$ cat config.mk
export PLATFORM = sky130hd
export DESIGN_NAME = sigil_radix_integer_parser
export DESIGN_NICKNAME = d
export VERILOG_FILES = /design/src/hw/rtl/srip_pkg.sv /design/src/hw/rtl/srip_front.sv /design/src/hw/rtl/srip_queue.sv /design/src/hw/rtl/srip_back.sv /design/src/hw/rtl/sigil_radix_integer_parser.sv
export SDC_FILE = /design/constraint.sdc
export NUM_CORES = 1
export LEC_CHECK = 0
export BUFFER_PORTS_ARGS = -buffer_cell sky130_fd_sc_hd__buf_2
export CORE_UTILIZATION = 47
export CTS_BUF_LIST = sky130_fd_sc_hd__clkbuf_4 sky130_fd_sc_hd__clkbuf_8 sky130_fd_sc_hd__clkbuf_16
export CTS_CLUSTER_DIAMETER = 50
export DETAILED_ROUTE_END_ITERATION = 12
export PLACE_DENSITY_LB_ADDON = 0.08
export SETUP_SLACK_MARGIN = 0.05
export SKIP_CTS_REPAIR_TIMING = 1
export SYNTH_ARGS = -nofsm -noshare
export SYNTH_HDL_FRONTEND = slang
export SYNTH_SLANG_ARGS = --single-unit
$ cat constraint.sdc
create_clock -name clk -period 8.4 [get_ports clk]
set_clock_uncertainty 0.05 [all_clocks]
set_input_delay 1.68 -clock clk [delete_from_list [all_inputs] [get_ports clk]]
set_output_delay 1.68 -clock clk [all_outputs]
set_load 0.1 [all_outputs]
$ cat src/hw/rtl/srip_pkg.sv
// ----------------------------------------------------------------------------
// srip_pkg: shared types and codes of the radix integer parser
// Character and result request formats, character classes, phases, status.
// ----------------------------------------------------------------------------
package srip_pkg;

	// widths of the result fields
	localparam int VALUE_BITS  = 32;
	localparam int COUNT_BITS  = 10;
	localparam int STATUS_BITS = 3;

	// queue between front and back
	localparam int QUEUE_DEPTH = 4;

	// classified character
	localparam int DIGIT_BITS = 6;
	localparam int KIND_BITS  = 3;

	localparam logic [KIND_BITS-1:0] KIND_DIGIT  = 3'd0;
	localparam logic [KIND_BITS-1:0] KIND_MINUS  = 3'd1;
	localparam logic [KIND_BITS-1:0] KIND_HASH   = 3'd2;
	localparam logic [KIND_BITS-1:0] KIND_DOLLAR = 3'd3;
	localparam logic [KIND_BITS-1:0] KIND_PLUS   = 3'd4;
	localparam logic [KIND_BITS-1:0] KIND_UNDER  = 3'd5;
	localparam logic [KIND_BITS-1:0] KIND_OTHER  = 3'd6;

	// ASCII codes
	localparam logic [7:0] CH_MINUS  = 8'h2D;
	localparam logic [7:0] CH_HASH   = 8'h23;
	localparam logic [7:0] CH_DOLLAR = 8'h24;
	localparam logic [7:0] CH_PLUS   = 8'h2B;
	localparam logic [7:0] CH_UNDER  = 8'h5F;
	localparam logic [7:0] CH_0      = 8'h30;
	localparam logic [7:0] CH_9      = 8'h39;
	localparam logic [7:0] CH_LA     = 8'h61;
	localparam logic [7:0] CH_LZ     = 8'h7A;
	localparam logic [7:0] CH_UA     = 8'h41;
	localparam logic [7:0] CH_UZ     = 8'h5A;
	localparam logic [7:0] LETTER_OFS = 8'd10;

	// parse phases
	localparam logic [1:0] PH_SIGN   = 2'd0;
	localparam logic [1:0] PH_SIGIL  = 2'd1;
	localparam logic [1:0] PH_DIGITS = 2'd2;
	localparam logic [1:0] PH_DONE   = 2'd3;

	// radix selects
	localparam logic [1:0] RAD_36 = 2'd0;
	localparam logic [1:0] RAD_10 = 2'd1;
	localparam logic [1:0] RAD_16 = 2'd2;
	localparam logic [1:0] RAD_2  = 2'd3;

	localparam logic [DIGIT_BITS-1:0] BASE_36 = 6'd36;
	localparam logic [DIGIT_BITS-1:0] BASE_10 = 6'd10;
	localparam logic [DIGIT_BITS-1:0] BASE_16 = 6'd16;
	localparam logic [DIGIT_BITS-1:0] BASE_2  = 6'd2;

	// result status
	localparam logic [STATUS_BITS-1:0] ST_OK         = 3'd0;
	localparam logic [STATUS_BITS-1:0] ST_BAD_START  = 3'd1;
	localparam logic [STATUS_BITS-1:0] ST_NEG_BINARY = 3'd2;
	localparam logic [STATUS_BITS-1:0] ST_BAD_DIGIT  = 3'd3;
	localparam logic [STATUS_BITS-1:0] ST_NO_DIGITS  = 3'd4;

	typedef struct packed {
		logic [7:0] ch;
		logic       last;
	} chr_t;

	typedef struct packed {
		logic signed [VALUE_BITS-1:0] value;
		logic [COUNT_BITS-1:0]        consumed;
		logic [STATUS_BITS-1:0]       status;
		logic                         overflow;
	} res_t;

	typedef struct packed {
		logic [KIND_BITS-1:0]  kind;
		logic [DIGIT_BITS-1:0] dval;
		logic                  last;
	} cls_t;

endpackage

$ cat src/hw/rtl/srip_front.sv
// ----------------------------------------------------------------------------
// srip_front: character classifier
// Accepts character requests and pushes their class and digit value to the queue.
// ----------------------------------------------------------------------------
module srip_front import srip_pkg::*; (
	input  logic chr_valid,
	output logic chr_stall,
	input  chr_t chr_data,
	input  logic q_full,
	output logic q_push,
	output cls_t q_item
);

	// stall while the queue has no room
	assign chr_stall = q_full;
	assign q_push    = chr_valid & ~q_full;

	// classify the character
	always_comb begin
		q_item.last = chr_data.last;
		q_item.dval = '0;
		q_item.kind = KIND_OTHER;
		if (chr_data.ch >= CH_0 && chr_data.ch <= CH_9) begin
			q_item.kind = KIND_DIGIT;
			q_item.dval = DIGIT_BITS'(chr_data.ch - CH_0);
		end else if (chr_data.ch >= CH_LA && chr_data.ch <= CH_LZ) begin
			q_item.kind = KIND_DIGIT;
			q_item.dval = DIGIT_BITS'(chr_data.ch - CH_LA + LETTER_OFS);
		end else if (chr_data.ch >= CH_UA && chr_data.ch <= CH_UZ) begin
			q_item.kind = KIND_DIGIT;
			q_item.dval = DIGIT_BITS'(chr_data.ch - CH_UA + LETTER_OFS);
		end else begin
			case (chr_data.ch)
				CH_MINUS:  q_item.kind = KIND_MINUS;
				CH_HASH:   q_item.kind = KIND_HASH;
				CH_DOLLAR: q_item.kind = KIND_DOLLAR;
				CH_PLUS:   q_item.kind = KIND_PLUS;
				CH_UNDER:  q_item.kind = KIND_UNDER;
				default:   q_item.kind = KIND_OTHER;
			endcase
		end
	end

endmodule

$ cat src/hw/rtl/srip_queue.sv
// ----------------------------------------------------------------------------
// srip_queue: classified character queue
// Small FIFO that decouples the classifier from the parse engine.
// ----------------------------------------------------------------------------
module srip_queue import srip_pkg::*; #(
	parameter int DEPTH = QUEUE_DEPTH
) (
	input  logic clk,
	input  logic arst_n,
	input  logic push,
	input  cls_t push_item,
	output logic full,
	input  logic pop,
	output logic nonempty,
	output cls_t head
);

	localparam int PTR_BITS = (DEPTH > 1) ? $clog2(DEPTH) : 1;
	localparam int CNT_BITS = $clog2(DEPTH + 1);
	localparam logic [PTR_BITS-1:0] LAST_PTR = PTR_BITS'(DEPTH - 1);
	localparam logic [CNT_BITS-1:0] FULL_CNT = CNT_BITS'(DEPTH);

	cls_t                entry_q [DEPTH];
	logic [PTR_BITS-1:0] wr_ptr_q;
	logic [PTR_BITS-1:0] rd_ptr_q;
	logic [CNT_BITS-1:0] count_q;

	assign full     = (count_q == FULL_CNT);
	assign nonempty = (count_q != '0);
	assign head     = entry_q[rd_ptr_q];

	// store pushed entries
	always_ff @(posedge clk) begin
		if (push) begin
			entry_q[wr_ptr_q] <= push_item;
		end
	end

	// advance pointers and count
	always_ff @(posedge clk or negedge arst_n) begin
		if (!arst_n) begin
			wr_ptr_q <= '0;
			rd_ptr_q <= '0;
			count_q  <= '0;
		end else begin
			if (push) begin
				wr_ptr_q <= (wr_ptr_q == LAST_PTR) ? '0 : wr_ptr_q + 1'b1;
			end
			if (pop) begin
				rd_ptr_q <= (rd_ptr_q == LAST_PTR) ? '0 : rd_ptr_q + 1'b1;
			end
			if (push && !pop) begin
				count_q <= count_q + 1'b1;
			end else if (pop && !push) begin
				count_q <= count_q - 1'b1;
			end
		end
	end

endmodule

$ cat src/hw/rtl/srip_back.sv
// ----------------------------------------------------------------------------
// srip_back: parse engine
// Runs the literal state machine one character per cycle while the result slot is free, and holds the result.
// ----------------------------------------------------------------------------
module srip_back import srip_pkg::*; (
	input  logic clk,
	input  logic arst_n,
	input  logic q_nonempty,
	input  cls_t q_head,
	output logic q_pop,
	output logic res_valid,
	input  logic res_stall,
	output res_t res_data
);

	localparam int PROD_BITS = VALUE_BITS + DIGIT_BITS + 1;
	localparam logic [PROD_BITS-1:0] MAG_LIMIT = PROD_BITS'({(VALUE_BITS-1){1'b1}});
	localparam logic [COUNT_BITS-1:0] COUNT_MAX = '1;

	logic [1:0]            phase_q;
	logic                  neg_q;
	logic [1:0]            rad_q;
	logic [VALUE_BITS-1:0] acc_q;
	logic [COUNT_BITS-1:0] cnt_q;
	logic                  dseen_q;
	logic                  ovf_q;
	logic                  res_valid_q;
	res_t                  res_q;

	logic [1:0]            n_phase;
	logic                  n_neg;
	logic [1:0]            n_rad;
	logic [VALUE_BITS-1:0] n_acc;
	logic [COUNT_BITS-1:0] n_cnt;
	logic                  n_dseen;
	logic                  n_ovf;
	logic                  emit;
	logic                  frame_clear;
	logic [STATUS_BITS-1:0] emit_st;
	logic                  digit_path;
	logic                  tail;
	logic [DIGIT_BITS-1:0] base;
	logic [PROD_BITS-1:0]  prod;
	logic [COUNT_BITS-1:0] cnt_inc;
	logic                  go;
	res_t                  emit_res;

	// advance when the result slot is free next cycle
	assign go        = q_nonempty & (~res_valid_q | ~res_stall);
	assign q_pop     = go;
	assign res_valid = res_valid_q;
	assign res_data  = res_q;

	assign cnt_inc = (cnt_q == COUNT_MAX) ? cnt_q : cnt_q + 1'b1;

	// digit step: multiply by the base and add
	always_comb begin
		case (n_rad)
			RAD_36:  base = BASE_36;
			RAD_10:  base = BASE_10;
			RAD_16:  base = BASE_16;
			RAD_2:   base = BASE_2;
			default: base = BASE_36;
		endcase
		prod = PROD_BITS'(acc_q) * PROD_BITS'(base) + PROD_BITS'(q_head.dval);
	end

	// next state for the character at the queue head
	always_comb begin
		n_phase     = phase_q;
		n_neg       = neg_q;
		n_rad       = rad_q;
		n_acc       = acc_q;
		n_cnt       = cnt_q;
		n_dseen     = dseen_q;
		n_ovf       = ovf_q;
		emit        = 1'b0;
		frame_clear = 1'b0;
		emit_st     = ST_OK;
		digit_path  = 1'b0;
		tail        = 1'b0;
		if (phase_q == PH_DONE) begin
			frame_clear = q_head.last;
		end else if (phase_q == PH_SIGN && q_head.kind == KIND_MINUS) begin
			n_neg   = 1'b1;
			n_cnt   = cnt_inc;
			n_phase = PH_SIGIL;
			if (q_head.last) begin
				emit    = 1'b1;
				emit_st = ST_BAD_START;
			end
		end else if (phase_q != PH_DIGITS) begin
			if (q_head.kind == KIND_HASH || q_head.kind == KIND_DOLLAR ||
					q_head.kind == KIND_PLUS) begin
				if (q_head.kind == KIND_PLUS && neg_q) begin
					emit    = 1'b1;
					emit_st = ST_NEG_BINARY;
				end else begin
					n_rad   = (q_head.kind == KIND_HASH) ? RAD_10 :
						(q_head.kind == KIND_DOLLAR) ? RAD_16 : RAD_2;
					n_cnt   = cnt_inc;
					n_phase = PH_DIGITS;
					if (q_head.last) begin
						emit    = 1'b1;
						emit_st = dseen_q ? ST_OK : ST_NO_DIGITS;
					end
				end
			end else if (q_head.kind != KIND_DIGIT) begin
				emit    = 1'b1;
				emit_st = ST_BAD_START;
			end else begin
				n_rad      = RAD_36;
				n_phase    = PH_DIGITS;
				digit_path = 1'b1;
			end
		end else begin
			digit_path = 1'b1;
		end

		// digits, underscores and terminators
		if (digit_path) begin
			if (q_head.kind == KIND_DIGIT) begin
				if (q_head.dval >= base) begin
					emit    = 1'b1;
					emit_st = ST_BAD_DIGIT;
				end else begin
					n_ovf   = ovf_q | (prod > MAG_LIMIT);
					n_acc   = prod[VALUE_BITS-1:0];
					n_dseen = 1'b1;
					n_cnt   = cnt_inc;
					tail    = 1'b1;
				end
			end else if (q_head.kind == KIND_UNDER) begin
				n_cnt = cnt_inc;
				tail  = 1'b1;
			end else begin
				emit    = 1'b1;
				emit_st = dseen_q ? ST_OK : ST_NO_DIGITS;
			end
			if (tail && q_head.last) begin
				emit    = 1'b1;
				emit_st = n_dseen ? ST_OK : ST_NO_DIGITS;
			end
		end
	end

	// build the result; errors give zeros
	always_comb begin
		emit_res.status   = emit_st;
		emit_res.value    = '0;
		emit_res.consumed = '0;
		emit_res.overflow = 1'b0;
		if (emit_st == ST_OK) begin
			emit_res.value    = n_neg ? -n_acc : n_acc;
			emit_res.consumed = n_cnt;
			emit_res.overflow = n_ovf;
		end
	end

	// hold the result until taken
	always_ff @(posedge clk) begin
		if (go && emit) begin
			res_q <= emit_res;
		end
	end

	// update parse state and result valid
	always_ff @(posedge clk or negedge arst_n) begin
		if (!arst_n) begin
			phase_q     <= PH_SIGN;
			neg_q       <= 1'b0;
			rad_q       <= RAD_36;
			acc_q       <= '0;
			cnt_q       <= '0;
			dseen_q     <= 1'b0;
			ovf_q       <= 1'b0;
			res_valid_q <= 1'b0;
		end else begin
			if (go && emit) begin
				res_valid_q <= 1'b1;
			end else if (!res_stall) begin
				res_valid_q <= 1'b0;
			end
			if (go) begin
				if (emit || frame_clear) begin
					phase_q <= (q_head.last) ? PH_SIGN : PH_DONE;
					neg_q   <= 1'b0;
					rad_q   <= RAD_36;
					acc_q   <= '0;
					cnt_q   <= '0;
					dseen_q <= 1'b0;
					ovf_q   <= 1'b0;
				end else begin
					phase_q <= n_phase;
					neg_q   <= n_neg;
					rad_q   <= n_rad;
					acc_q   <= n_acc;
					cnt_q   <= n_cnt;
					dseen_q <= n_dseen;
					ovf_q   <= n_ovf;
				end
			end
		end
	end

endmodule

$ cat src/hw/rtl/sigil_radix_integer_parser.sv
// A character request is written into the queue when accepted and is parsed once it
// reaches the queue head and the result slot is free; its result request, if any, is registered.
// The parse engine takes one character per cycle while the result slot is free;
// its digit step (multiply by the base and add) is combinational.
// Reset: arst_n clears the queue, the parse state and the result valid at once.
// ----------------------------------------------------------------------------
// sigil_radix_integer_parser: radix-prefixed integer literal parser
// Classifier, queue and parse engine; one result request per character frame.
// ----------------------------------------------------------------------------
module sigil_radix_integer_parser import srip_pkg::*; #(
	parameter int QUEUE_DEPTH_P = QUEUE_DEPTH
) (
	input  logic clk,
	input  logic arst_n,
	input  logic chr_valid,
	output logic chr_stall,
	input  chr_t chr_data,
	output logic res_valid,
	input  logic res_stall,
	output res_t res_data
);

	logic q_full;
	logic q_push;
	logic q_pop;
	logic q_nonempty;
	cls_t q_item;
	cls_t q_head;

	// classify incoming characters
	srip_front u_front (
		.chr_valid (chr_valid),
		.chr_stall (chr_stall),
		.chr_data  (chr_data),
		.q_full    (q_full),
		.q_push    (q_push),
		.q_item    (q_item)
	);

	// decouple front and back
	srip_queue #(
		.DEPTH (QUEUE_DEPTH_P)
	) u_queue (
		.clk       (clk),
		.arst_n    (arst_n),
		.push      (q_push),
		.push_item (q_item),
		.full      (q_full),
		.pop       (q_pop),
		.nonempty  (q_nonempty),
		.head      (q_head)
	);

	// parse and deliver results
	srip_back u_back (
		.clk        (clk),
		.arst_n     (arst_n),
		.q_nonempty (q_nonempty),
		.q_head     (q_head),
		.q_pop      (q_pop),
		.res_valid  (res_valid),
		.res_stall  (res_stall),
		.res_data   (res_data)
	);

endmodule

==> run metrics, run 1 <==
Tot Pwr=between 5 and 6 mW; Worst Max-Slew Pin Slew=~1100 ps; Syn Std Cell Area=about 0.014 sq mm; crit path kind=register to register; Antenna Violating Nets Remaining=0; critical path startpoint=u_queue.rd_ptr_q[0]$_DFFE_PN0P_; Die Area=0.0305 sq mm; total count of hold-check failures in the final report=0; Die Span X=~170 um; Worst setup SP type=register; power density over the cells=about 340 mW/mm^2; path class of the lowest-slack min-delay path=register to register; part of the power in the clock network=~15%; maximum root-to-sink buffer count=2; share of flip-flops with an asynchronous set or reset after synthesis=39.9%; number of placement rows=62; proportion of synthesized chip area in sequential cells=roughly 29%; routed via count=around 11000; Overflow after GRT=0; Sequential Power Share=22.5%; setup repair after global routing missed its margin=no; yosys synthesis warning count=0; Min Clock Period, post-route=just under 8000 ps; clock transition time at the flip-flop clock pins of the worst setup and hold paths=about 70 ps; number of unique standard cell types used by synthesis=85; Area after DPL=between 0.01 and 0.015 sq mm; Initial Util=48.4%; detailed-placement wirelength estimate=~29000 um; Peak Freq=about 130 MHz; H-Tree Level Count=4; pin count of the biggest net entering global routing=~60; Die Height=175 um; synthesis-stage register bit count=approximately 140; Slew headroom=between 20 and 30%; R2R setup slack=approximately 530 ps; setup violation total in the final timing report=0; layer with the highest usage=met2; syn_nets=~1700; number of antenna repair diodes=0; WP data arrival=about 8000 ps; routed wirelength normalized by instance count=roughly 20 um; commonest non-fill, non-tap cells in the layout=135 x nand2_1, 135 x ha_1, 119 x nor2_1; CP endpoint kind=register; r2r worst-path depth=22; result of the run=finished clean; Inserted Clock Buffers=17; most frequently used flop master after synthesis=edfxtp_1; met3 track utilization from global routing=2.59%; post-detailed-routing wire length=roughly 37000 um; start of the worst register-to-register path=u_queue.rd_ptr_q[0]$_DFFE_PN0P_; Synth area leader=edfxtp_1; number of synthesized flops with an enable pin=86; clock tree from TritonCTS=built; CP required=between 8000 and 9000 ps; top-level I/O count=just over 60; core region area=just under 0.03 sq mm; GR met1 Demand/Resource=between 30% and 40%; final weighted congestion in routability-driven placement=between 0.8 and 0.9; number of max-cap violations=0; Final TNS setup=0 ps; Mapped Avg Cell Area=around 9.5 sq um; first-pass detailed-route iteration total=5; Final Cycle Share=between 90% and 100%; Buffers on Ports=60; Clock Sinks=143; overall routing resource usage=around 25%; design internal power=between 2 and 2.5 mW; ratio of cells with drive above 1 in the final layout=11.0%; Syn Inst Count=1474; latest clock arrival within the worst-skew pair=about 430 ps; clk root buf=clkbuf_16; area overhead of the layout relative to synthesis=9.28%; met2 routing resource usage after global routing=between 40 and 50%; combinational cell fraction of total power=between 60% and 70%; Worst Path Max Fanout=24; filler cell count in the final layout=roughly 2700; global-route wire length before repair=roughly 60000 um; switching power summed over all nets=~2.9 mW; peak ir drop on the vdd network=~0.43 mV; Switching Share=between 50% and 60%; share of the synthesized area in the top cell type=18.4%; average vias per placed instance=about 6; end point of the critical path=u_back.res_data[43]$_SDFFCE_PP0P_; fin. max-slew vios=0; most area-consuming cells after synthesis=edfxtp_1 18%, fa_1 13%, ha_1 12%; starting DRC count in detailed routing=slightly below 900; leakage power total=between 7 and 8 nW; R2R Path End=u_back.res_data[43]$_SDFFCE_PP0P_; DRC viols=0; Final #Nets=1752; number of global-route vias before repair=roughly 11000; design area=around 0.015 sq mm; initial antenna violation count=0
Yosys cell counts, types with 5 or more instances:
cell type and instances:
a21boi_0 6, xor2_1 19, edfxtp_1 86, o21ai_1 8
a211oi_1 12, and3_1 35, a21oi_1 78, fa_1 94
nand2_1 135, xnor2_1 27, nand3b_1 5, mux2i_1 15
nor2b_1 10, o21ai_0 82, nor2_1 120, clkbuf_1 53
or3_1 11, a22o_1 9, o21a_1 10, or2_2 6
o221ai_1 6, nor3_1 38, and2_1 96, and4_1 5
o21bai_1 6, buf_2 7, nor3b_1 6, nor4_1 8
mux4_2 8, ha_1 135, a31oi_1 7, nand3_1 27
inv_1 83, o31ai_1 31, a21o_1 13, nand4_1 12
dfrtp_1 57, o211ai_1 8, o31a_1 5, nand2b_1 10
how the worst min path moves through the flow:
stage / startpoint / end / cells after the start
2_1_floorplan: u_back.rad_q[1]$_DFFE_PN0P_ / u_back.rad_q[1]$_DFFE_PN0P_ / 2
3_3_place_gp: u_queue.count_q[2]$_DFFE_PN0P_ / u_queue.count_q[2]$_DFFE_PN0P_ / 1
3_5_place_dp: u_queue.count_q[2]$_DFFE_PN0P_ / u_queue.count_q[2]$_DFFE_PN0P_ / 1
4_1_cts: u_queue.count_q[2]$_DFFE_PN0P_ / u_queue.count_q[2]$_DFFE_PN0P_ / 1
5_1_grt: u_back.rad_q[0]$_DFFE_PN0P_ / u_back.rad_q[0]$_DFFE_PN0P_ / 2
6_report: u_queue.count_q[2]$_DFFE_PN0P_ / u_queue.count_q[2]$_DFFE_PN0P_ / 1
flip-flops by register name (all words and copies together) (netlist names):
| name | flops |
|---|---|
| u_back.neg_q | 1 |
| u_back.phase_q | 2 |
| u_back.rad_q | 2 |
| u_queue.rd_ptr_q | 2 |
| u_back.res_data | 46 |
| u_queue.wr_ptr_q | 2 |
| u_queue.count_q | 3 |
| u_back.cnt_q | 10 |
| u_back.ovf_q | 1 |
| u_back.acc_q | 32 |
| u_back.dseen_q | 1 |
| u_queue.entry_q | 40 |
| u_back.res_valid | 1 |
worst max-delay path, cell delays in order (launching register included):
cell and delay [ps]:
dfrtp_1 490, mux4_2 690, or2_2 330, o21ai_0 150, o21a_1 230, buf_4 290, and2_0 270, inv_1 130
nor2_1 130, fa_1 450, fa_1 520, fa_1 500, ha_1 300, ha_1 410, a21oi_1 310, o211ai_1 150
a21boi_0 460, mux2_2 390, o211ai_1 170, a41o_1 350, nand4_4 170, o31ai_1 310, mux2_2 360
power by group through the flow:
| stage | clock network [mW] | logic (mW) | registers (mW) |
|---|---|---|---|
| 6_report | 0.752 | 3.24 | 1.16 |
| 5_1_grt | 0.792 | 3.48 | 1.18 |
| 4_1_cts | 0.762 | 3.23 | 1.16 |
| 3_5_place_dp | 0 | 3.21 | 1.17 |
| 3_3_place_gp | 0 | 3.21 | 1.17 |
| 2_1_floorplan | 0 | 1.65 | 1.98 |
layout make-up:
cell class	instances	area, sq um	share of cell area, %
multi-input combinational	1180	9470	61.8
sequential	143	4010	26.1
timing repair buffer	84	480	3.13
tap	384	480	3.13
clock buffer	17	425	2.77
inverter	84	315	2.06
clock inverter	15	153	0.996
per-layer routing:
| layer | wire [um] | vias to the layer above |
|---|---|---|
| li1 | - | 5378 |
| met1 | 16200 | 5465 |
| met2 | 18600 | 314 |
| met3 | 1500 | 59 |
| met4 | 1090 | 0 |
| met5 | 0 | - |
cell families after synthesis:
kind of cell	share of synthesized area (%)
fa+ha+maj	25.5
compound gates	16.0
mux	2.97
xor+xnor	2.87
flops	28.6
buf+inv	4.32
simple gates	19.8
through the flow:
stage / setup slack (ps) / util [%] / hold WS [ps] / cells
5_1_grt: 56.5 / 52.8 / 463 / 1907
6_report: 535 / 52.8 / 442 / 1907
4_1_cts: 220 / 52.8 / 442 / 1907
3_5_place_dp: 218 / 50.8 / 429 / 1875
3_3_place_gp: 379 / 50.8 / 425 / 1875
2_1_floorplan: 786 / - / 392 / 1474
No activity file was read; power rests on OpenSTA's default activity.
==> run 2, diff against run 1 <==
--- a/config.mk
+++ b/config.mk
@@ -6,6 +6,7 @@
 export NUM_CORES = 1
 export LEC_CHECK = 0
 export BUFFER_PORTS_ARGS = -buffer_cell sky130_fd_sc_hd__buf_2
+export CORE_MARGIN = 2
 export CORE_UTILIZATION = 47
 export CTS_BUF_LIST = sky130_fd_sc_hd__clkbuf_4 sky130_fd_sc_hd__clkbuf_8 sky130_fd_sc_hd__clkbuf_16
 export CTS_CLUSTER_DIAMETER = 50
@@ -15,4 +16,6 @@
 export SKIP_CTS_REPAIR_TIMING = 1
 export SYNTH_ARGS = -nofsm -noshare
 export SYNTH_HDL_FRONTEND = slang
+export SYNTH_HIERARCHICAL = 1
 export SYNTH_SLANG_ARGS = --single-unit
+export TNS_END_PERCENT = 10
==> run 2 against run 1 <==
Final area grew 1.4%. Global-route usage shrank 1.7 points. Core utilization shrank 0.53 points. Total power shrank 0.85%. Final cell count grew 1.2%. Register-to-register slack lost 110 ps. Critical endpoint is now u_back/res_data[44]$_SDFFCE_PP0P_. Clock-buffer cell count grew 1. Synthesized area grew 1.6%. Sequential share of layout area shrank 0.34 points.
==> run metrics, run 2 <==
power density over the cells=329 mW/mm^2 (was 336 mW/mm^2); commonest non-fill, non-tap cells in the layout=165 x nand2_1, 135 x ha_1, 106 x nor2_1 (was 135 x nand2_1, 135 x ha_1, 119 x nor2_1); detailed-placement wirelength estimate=29000 um (was 28700 um); Antenna Violating Nets Remaining=0 (unchanged); Die Area=0.0317 sq mm (was 0.0305 sq mm); maximum root-to-sink buffer count=2 (unchanged); Worst Max-Slew Pin Slew=999 ps (was 1050 ps); routed wirelength normalized by instance count=19.1 um (was 19.6 um); clock tree from TritonCTS=built (unchanged); start of the worst register-to-register path=u_queue/rd_ptr_q[0]$_DFFE_PN0P_ (was u_queue.rd_ptr_q[0]$_DFFE_PN0P_); Slew headroom=33.3% (was 29.3%); Post-Synth Adder-Cell Area=24.8% (was 25.5%); number of global-route vias before repair=11089 (was 11348); first-pass detailed-route iteration total=8 (was 5); setup violation total in the final timing report=0 (unchanged); synthesis-stage register bit count=143 (unchanged); CP endpoint kind=register (unchanged); number of antenna repair diodes=0 (unchanged); share of synthesized cell area in and, or, nand and nor gates=18.3% (was 19.8%); Final TNS setup=0 ps (unchanged); most frequently used flop master after synthesis=edfxtp_1 (unchanged); starting DRC count in detailed routing=890 (was 877); fraction of the mapped netlist area in compound gates=16.7% (was 16.0%); initial antenna violation count=0 (unchanged); setup repair after global routing missed its margin=no (unchanged); Final Cycle Share=94.9% (was 93.6%); Worst Hold Endpoint=u_queue/count_q[2]$_DFFE_PN0P_ (was u_queue.count_q[2]$_DFFE_PN0P_); Tot Pwr=5.11 mW (was 5.16 mW); largest family of logic cells by synthesized area=adder cells (unchanged); share of cell area taken by muxes after synthesis=3.93% (was 2.97%); source of the worst hold timing path=u_queue/count_q[2]$_DFFE_PN0P_ (was u_queue.count_q[2]$_DFFE_PN0P_); total count of hold-check failures in the final report=0 (unchanged); Final #Nets=1766 (was 1752); average vias per placed instance=5.83 (was 5.88); leakage power total=7.29 nW (was 7.07 nW); crit path kind=register to register (unchanged); global-route wire length before repair=58900 um (was 61100 um); proportion of synthesized chip area in sequential cells=28.1% (was 28.6%); Die Span X=178 um (was 175 um); number of placement rows=63 (was 62); critical path startpoint=u_queue/rd_ptr_q[0]$_DFFE_PN0P_ (was u_queue.rd_ptr_q[0]$_DFFE_PN0P_); r2r worst-path depth=23 (was 22); post-detailed-routing wire length=36900 um (was 37400 um); result of the run=finished clean (unchanged); number of unique standard cell types used by synthesis=97 (was 85); xor-xnor portion of the synthesized cell area=3.19% (was 2.87%); overall routing resource usage=23.7% (was 25.4%); core region area=0.0297 sq mm (was 0.0290 sq mm); clk root buf=clkbuf_16 (unchanged); WP data arrival=8090 ps (was 7990 ps); path class of the lowest-slack min-delay path=register to register (unchanged); Syn Inst Count=1499 (was 1474); pin count of the biggest net entering global routing=62 (was 59); flip-flop count of the largest register, all copies and words added=46 (unchanged); R2R setup slack=430 ps (was 530 ps); routed via count=11251 (was 11216); peak ir drop on the vdd network=0.297 mV (was 0.430 mV); filler cell count in the final layout=2752 (was 2685); clock transition time at the flip-flop clock pins of the worst setup and hold paths=70 ps (about the same); share of flip-flops with an asynchronous set or reset after synthesis=39.9% (unchanged); Die Height=178 um (was 175 um); number of synthesized flops with an enable pin=86 (unchanged); H-Tree Level Count=4 (unchanged); Synth area leader=edfxtp_1 (unchanged); Buffers on Ports=60 (unchanged); Peak Freq=125 MHz (was 127 MHz); area overhead of the layout relative to synthesis=9.04% (was 9.28%); hold depth=1 (unchanged); ratio of cells with drive above 1 in the final layout=11.2% (was 11.0%); final weighted congestion in routability-driven placement=0.891 (was 0.892); R2R Path End=u_back/res_data[44]$_SDFFCE_PP0P_ (was u_back.res_data[43]$_SDFFCE_PP0P_); most area-consuming cells after synthesis=edfxtp_1 18%, fa_1 13%, ha_1 12% (unchanged); Clock Sinks=143 (unchanged); DRC viols=0 (unchanged); Worst Path Max Fanout=13 (was 24); latest clock arrival within the worst-skew pair=420 ps (was 430 ps); count leader, synth=nand2_1; yosys synthesis warning count=6 (was 0); Mapped Avg Cell Area=9.51 sq um (was 9.52 sq um); share of the synthesized area in the top cell type=18.1% (was 18.4%); Min Clock Period, post-route=7970 ps (was 7870 ps); most used standard cells in the synthesized netlist=166 x nand2_1, 135 x ha_1, 107 x nor2_1 (was 135 x ha_1, 135 x nand2_1, 120 x nor2_1); syn_nets=1739 (was 1716); Syn Std Cell Area=0.0143 sq mm (was 0.0140 sq mm); fin. max-slew vios=0 (unchanged); Worst setup SP type=register (unchanged); most common cell after layout, fill and taps aside=nand2_1; number of max-cap violations=0 (unchanged); Inserted Clock Buffers=17 (unchanged); CP required=8510 ps (was 8530 ps); top-level I/O count=61 (unchanged); Overflow after GRT=0 (unchanged); Initial Util=48.0% (was 48.4%)
run 2: kinds of logic (layout without fill, tap and decap cells):
| group | count (synthesis) | count (layout) |
|---|---|---|
| buf+inv | 179 | 219 |
| compound gates | 335 | 335 |
| mux | 42 | 42 |
| simple gates | 520 | 520 |
| xor+xnor | 52 | 52 |
| flops | 143 | 143 |
| other cells | 1 | 1 |
| fa+ha+maj | 227 | 227 |
run 2: cell type report:
class	instances	area, sq um	share of cell area, %
sequential	143	4010	25.8
clock inverter	14	159	1.02
tap	390	488	3.14
multi-input combinational	1177	9590	61.7
clock buffer	18	433	2.78
timing repair buffer	84	480	3.09
inverter	103	387	2.49
run 2: through the flow:
step	instances	util, %	cell area (sq um)	worst slack [ps]	hold slack [ps]
final	1929	52.3	15500	426	446
after global routing	1929	52.3	15500	68.5	472
after CTS	1929	52.2	15500	120	441
after detailed placement	1897	50.2	14900	170	432
after global placement	1897	50.2	14900	255	417
after floorplan	1499	-	14300	1040	399
run 2: critical path: stages (launching register included):
cell and delay, ps:
dfrtp_2 450, mux4_2 630, a21o_1 200, a222oi_1 480
buf_4 230, nor2b_4 240, buf_4 230, nand2_1 110
fa_1 560, inv_1 60, fa_1 500, fa_1 490
ha_1 310, ha_1 440, nand2_1 190, nor4_4 340
o2111ai_2 240, a31oi_1 370, nor3_1 90, o31ai_2 560
nor3_2 170, and2_4 210, a31oi_1 190, mux2_1 340
run 2: how the worst max path moves through the flow:
stage | endpoint | slack, ps | cells past startpoint
floorplan | u_back/res_data[44]$_SDFFCE_PP0P_ | 1040 | 27
global placement | u_back/res_data[44]$_SDFFCE_PP0P_ | 260 | 24
detailed placement | u_back/res_data[44]$_SDFFCE_PP0P_ | 170 | 24
CTS | u_back/res_data[44]$_SDFFCE_PP0P_ | 120 | 24
global route | u_back/res_data[44]$_SDFFCE_PP0P_ | 70 | 24
finish | u_back/res_data[44]$_SDFFCE_PP0P_ | 430 | 23
run 2: routing by layer:
layer  track usage [%]  share of wire, %  vias to the layer above
met5                 0                 0                        -
met4              6.98               2.6                        0
met3              2.81               2.5                       44
met2              43.3                52                      236
met1              29.3                43                     5569
li1                  -                 -                     5402
run 2: report_power, final:
part | internal (mW) | leakage, nW | switching [mW]
clock | 0.445 | 0.280 | 0.310
sequential | 1.02 | 1.60 | 0.106
combinational | 0.789 | 5.40 | 2.44
total | 2.25 | 7.29 | 2.86
